<file path="config.mk">
export PLATFORM = sky130hd
export DESIGN_NAME = sle_ctrl
export DESIGN_NICKNAME = d
export VERILOG_FILES = /design/src/hdl/sle_pkg.sv /design/src/hdl/sle_ctrl.sv
export SDC_FILE = /design/constraint.sdc
export NUM_CORES = 1
export LEC_CHECK = 0
export ABC_AREA = 1
export BUFFER_PORTS_ARGS = -buffer_cell sky130_fd_sc_hd__clkbuf_2
export CORE_AREA = 2 2 39 41
export DETAILED_ROUTE_END_ITERATION = 7
export DIE_AREA = 0 0 41 43
export HOLD_SLACK_MARGIN = 0.06
export SYNTH_ARGS = -nofsm -noshare
export SYNTH_HDL_FRONTEND = slang
export SYNTH_SLANG_ARGS = --single-unit
</file>
<file path="constraint.sdc">
create_clock -name clk -period 1.3 [get_ports clk]
set_input_delay 0.13 -clock clk [delete_from_list [all_inputs] [get_ports clk]]
set_output_delay 0.13 -clock clk [all_outputs]
set_load 0.05 [all_outputs]
</file>
<file path="src/hdl/sle_pkg.sv">
// ---------------------------------------------------------------------------
// sle_pkg: shared types and constants for the sequential list engine
// Holds list sizing, field types, opcodes, status codes, controller states
// and the command/status structs between controller and datapath.
// ---------------------------------------------------------------------------
package sle_pkg;

	// List sizing
	localparam int DEPTH = 128;
	localparam int IDX_W = $clog2(DEPTH);
	localparam int CNT_W = $clog2(DEPTH + 1);
	localparam int POS_W = 8;
	localparam int VAL_W = 32;
	// wide enough for position and count compares with one spare bit
	localparam int CMP_W = ((CNT_W > POS_W) ? CNT_W : POS_W) + 1;

	typedef logic [IDX_W-1:0] idx_t;
	typedef logic [CNT_W-1:0] cnt_t;
	typedef logic [POS_W-1:0] pos_t;
	typedef logic [CMP_W-1:0] cmp_t;
	typedef logic signed [VAL_W-1:0] val_t;

	typedef enum logic [2:0] {
		OP_CLEAR  = 3'd0,
		OP_APPEND = 3'd1,
		OP_GET    = 3'd2,
		OP_SET    = 3'd3,
		OP_LOCATE = 3'd4,
		OP_INSERT = 3'd5,
		OP_DELETE = 3'd6
	} opcode_t;

	typedef enum logic [1:0] {
		ST_OK    = 2'd0,
		ST_RANGE = 2'd1,
		ST_FULL  = 2'd2
	} status_t;

	typedef enum logic [2:0] {
		S_IDLE,
		S_EXEC,
		S_READ,
		S_SCAN,
		S_DONE
	} state_t;

	// Controller to datapath commands
	typedef struct packed {
		logic    load;
		logic    res_init;
		status_t res_status;
		logic    clr_count;
		logic    wr_tail;
		logic    wr_pos;
		logic    rd_pos;
		logic    cap_read;
		logic    scan_init;
		logic    scan_step;
		logic    scan_fin;
		logic    out_load;
	} cmd_t;

	// Datapath to controller status
	typedef struct packed {
		opcode_t op;
		logic    full;
		logic    pos_ok;
		logic    ins_ok;
		logic    scan_end;
	} dp_stat_t;

endpackage

</file>
<file path="src/hdl/sle_ctrl.sv">
// ---------------------------------------------------------------------------
// sle_ctrl: list engine controller
// Sequences one transaction at a time through decode, RAM read, scan and
// result hand-off, and owns the channel handshakes.
// ---------------------------------------------------------------------------
module sle_ctrl (
	input  logic              clk,
	input  logic              arst_n,
	input  logic              in_valid,
	output logic              in_stall,
	output logic              out_valid,
	input  logic              out_stall,
	input  sle_pkg::dp_stat_t stat,
	output sle_pkg::cmd_t     cmd
);
	import sle_pkg::*;

	state_t state_q;
	state_t state_d;
	logic   out_valid_q;
	logic   out_free;

	assign out_free = !out_valid_q || !out_stall;

	// Next state
	always_comb begin
		state_d = state_q;
		unique case (state_q)
			S_IDLE: begin
				if (in_valid) begin
					state_d = S_EXEC;
				end
			end
			S_EXEC: begin
				state_d = S_DONE;
				unique case (stat.op)
					OP_GET: begin
						if (stat.pos_ok) begin
							state_d = S_READ;
						end
					end
					OP_LOCATE: state_d = S_SCAN;
					OP_INSERT: begin
						if (!stat.full && stat.ins_ok) begin
							state_d = S_SCAN;
						end
					end
					OP_DELETE: begin
						if (stat.pos_ok) begin
							state_d = S_SCAN;
						end
					end
					default: state_d = S_DONE;
				endcase
			end
			S_READ: state_d = S_DONE;
			S_SCAN: begin
				if (stat.scan_end) begin
					state_d = S_DONE;
				end
			end
			S_DONE: begin
				if (out_free) begin
					state_d = S_IDLE;
				end
			end
			default: state_d = S_IDLE;
		endcase
	end

	// Command outputs
	always_comb begin
		cmd = '0;
		cmd.res_status = ST_OK;
		unique case (state_q)
			S_IDLE: cmd.load = in_valid;
			S_EXEC: begin
				cmd.res_init = 1'b1;
				unique case (stat.op)
					OP_CLEAR: cmd.clr_count = 1'b1;
					OP_APPEND: begin
						if (stat.full) begin
							cmd.res_status = ST_FULL;
						end else begin
							cmd.wr_tail = 1'b1;
						end
					end
					OP_GET: begin
						if (stat.pos_ok) begin
							cmd.rd_pos = 1'b1;
						end else begin
							cmd.res_status = ST_RANGE;
						end
					end
					OP_SET: begin
						if (stat.pos_ok) begin
							cmd.wr_pos = 1'b1;
						end else begin
							cmd.res_status = ST_RANGE;
						end
					end
					OP_LOCATE: cmd.scan_init = 1'b1;
					OP_INSERT: begin
						priority if (stat.full) begin
							cmd.res_status = ST_FULL;
						end else if (!stat.ins_ok) begin
							cmd.res_status = ST_RANGE;
						end else begin
							cmd.scan_init = 1'b1;
						end
					end
					OP_DELETE: begin
						if (stat.pos_ok) begin
							cmd.scan_init = 1'b1;
						end else begin
							cmd.res_status = ST_RANGE;
						end
					end
					default: cmd.res_status = ST_OK;
				endcase
			end
			S_READ: cmd.cap_read = 1'b1;
			S_SCAN: begin
				cmd.scan_step = !stat.scan_end;
				cmd.scan_fin  = stat.scan_end;
			end
			S_DONE: cmd.out_load = out_free;
			default: cmd = '0;
		endcase
	end

	// State and output valid registers
	always_ff @(posedge clk or negedge arst_n) begin
		if (!arst_n) begin
			state_q     <= S_IDLE;
			out_valid_q <= 1'b0;
		end else begin
			state_q <= state_d;
			if (cmd.out_load) begin
				out_valid_q <= 1'b1;
			end else if (!out_stall) begin
				out_valid_q <= 1'b0;
			end
		end
	end

	assign in_stall  = (state_q != S_IDLE);
	assign out_valid = out_valid_q;

endmodule

</file>
==> impl_metrics.ini <==
[worst_hold_path]
hold_class = input pin to flip-flop

[route]
drtPass1Iterations = 4
vias = 573
routed_via_density = 4.51
wire_per_inst_um = 11.0
drc = 0
drt_iter0_markers = 14
ant_nets = 0
drt_wl_total_mm = 1.40

[sta]
tightest_slew_ns = 0.275
finalWorstSetupSlack_ns = -0.244
hold_viol = 0
slew_viol_final = 0
finalCriticalPeriod_ns = 1.54
setup_viol = 14
slew_headroom_pct = 81.7
skew_ns = 0.00822
timing.hold.ws_ns = 0.259
rsz0062_at_grt = true
timing.final.crit_share_pct = 119
max_freq_mhz = 648

[placement]
place_area_um2 = 714
post-place-cells = 115
routabilityCongestion = 0.790
place_ws_ns = -0.0857
hpwl_um = 861
io_buffer_count = 25

[critical_path]
worstSetupPathType = flip-flop to output port
worstPathMaxFanout = 2
end_kind = output port
start_kind = flip-flop
cp.arrival_ns = 1.41
critPathRequiredTime_ns = 1.17

[layout]
drive_gt1_share_pct = 70.3
area_growth_syn_to_layout_pct = 171
multiInputGateArea_um2 = 365
final_cells = 127
antenna_cells = 0
fillers = 83
final_common_cell = nand2_1
layout_common_cells = nand2_1 (15), buf_4 (12), clkbuf_2 (11)
fin_nets = 124
seqCellArea_um2 = 100
fin_area_um2 = 1050

[global_routing]
grt_first_pass_wirelength_mm = 2.20
grt_use_met1_pct = 23.2
use_met3_pct = 1.57
grt_pass1_vias = 553
antenna_found_initial = 0
overflow = 0
grt_use_met2_pct = 30.6
busiest_layer = met2
grt_usage_pct = 18.2
grt_max_degree = 8

[power_and_ir_drop]
ir_worst_vdd_uv = 1130
internal_power_mw = 0.999
cellLeakagePower_nw = 0.529
p_per_area_nw_per_um2 = 1920
p_comb_share_pct = 80.8
p_seq_share_pct = 11.2
swShare_pct = 50.4
power.switching_mw = 1.02
clockPowerShare_pct = 7.9

[run_status]
status = finished with violations
failed_checks = negative setup slack

[synth]
yosysSeqAreaShare_pct = 25.8
netlist_area_um2 = 388
synth_seq_cells = 4
avgSynthCellArea_um2 = 6.16
ys_types = 17
synthesis.nets = 74
synth-warning-count = 0
syn_inst = 63

[floorplan]
start_util_pct = 28.0
core_area_um2 = 1380
rows = 14
die_h_um = 43
io_pins = 26
die_w_um = 41
die-area_um2 = 1760

[clock_tree]
cts_tree = yes
clk_latency_ns = 0.24
root_buffer = clkbuf_4
cts_htree_levels = 1
cts_made_buffers = 3
cts_max_path_buffers = 2
path_clk_slew_ns = 0.04
cts_sinks = 4

[flow_run]
drv_cap = 0
-- cell usage after synthesis --
master / instances / area share (%)
a21oi_1: 2 / 2.6
dfrtp_1: 4 / 26
inv_1: 12 / 12
inv_2: 3 / 2.9
nand2_1: 19 / 18
nand2_2: 1 / 1.6
nand3_1: 3 / 3.9
nand3_2: 1 / 2.6
nand4_1: 1 / 1.6
nor2_1: 6 / 5.8
nor2_2: 1 / 1.6
nor3_1: 4 / 5.2
nor3_2: 1 / 2.6
nor3_4: 1 / 4.2
nor4_2: 2 / 6.5
o211ai_1: 1 / 1.9
o21ai_1: 1 / 1.3
-- sequential cells by signal (all words and copies together), names as in the netlist --
register	cells
state_q	3
out_valid	1
-- critical path, stage by stage, from the launching register on --
cell and delay [ns]:
dfrtp_1 0.41, nor3_4 0.25, buf_4 0.16, buf_6 0.09, nand2_4 0.05, clkinvlp_4 0.07, clkbuf_16 0.15
-- layout make-up --
class	instances	share of cell area (%)
Inverter	15	6.43
Timing Repair Buffer	45	45.2
Clock buffer	3	2.14
Tap cell	16	1.90
Sequential cell	4	9.52
Multi-Input combinational cell	44	34.8
-- repair_timing --
| item | CTS | global route |
|---|---|---|
| pin swaps | 6 | 9 |
| endpoints found under the hold margin | 4 | 0 |
| buffers inserted | 6 | 3 |
| setup endpoints to repair | 14 | 16 |
| hold buffers | 1 | 0 |
| gates resized for setup | 44 | 19 |
-- logic make-up after synthesis --
kind of cell           synth area share [%]
and+or+nand+nor                        53.9
buffers and inverters                  14.5
AOI/OAI and AO/OA                      5.81
DFF                                    25.8
-- stage by stage --
stage               setup TNS (ns)  utilization [%]  power (mW)
global placement            -0.226             51.6        1.25
finish                       -1.92             75.9        2.02
CTS                          -1.82             71.0        1.80
global route                 -2.64             75.9        2.12
detailed placement          -0.451             51.6        1.26
floorplan                    -3.61                -       0.943
-- routing by layer --
metal  vias to the layer above  part of all wire (%)
met4                         0                   1.0
met3                         2                   3.0
met2                        15                    55
li1                        296                     -
met1                       260                    41
met5                         -                     0
-- power groups by stage --
stage	Clock (mW)	Combinational, mW	Sequential, mW
2_1_floorplan	0	0.659	0.284
3_3_place_gp	0	1.03	0.219
3_5_place_dp	0	1.03	0.223
4_1_cts	0.152	1.42	0.221
5_1_grt	0.167	1.72	0.231
6_report	0.160	1.63	0.226
-- worst paths after layout --
| path | startpoint | end | slack (ns) | cells past startpoint |
|---|---|---|---|---|
| setup / recovery | state_q[2] | cmd[3] | -0.24 | 6 |
| hold / removal | out_stall | out_valid | 0.26 | 3 |
| setup reg to reg | state_q[2] | state_q[0] | 0 | 8 |
| hold reg to reg | out_valid | out_valid | 0.68 | 2 |
| max in group asynchronous | arst_n | state_q[1] | 0.87 | 2 |
| min in group asynchronous | arst_n | out_valid | 0.28 | 2 |
(Power assumes the default switching activity.)
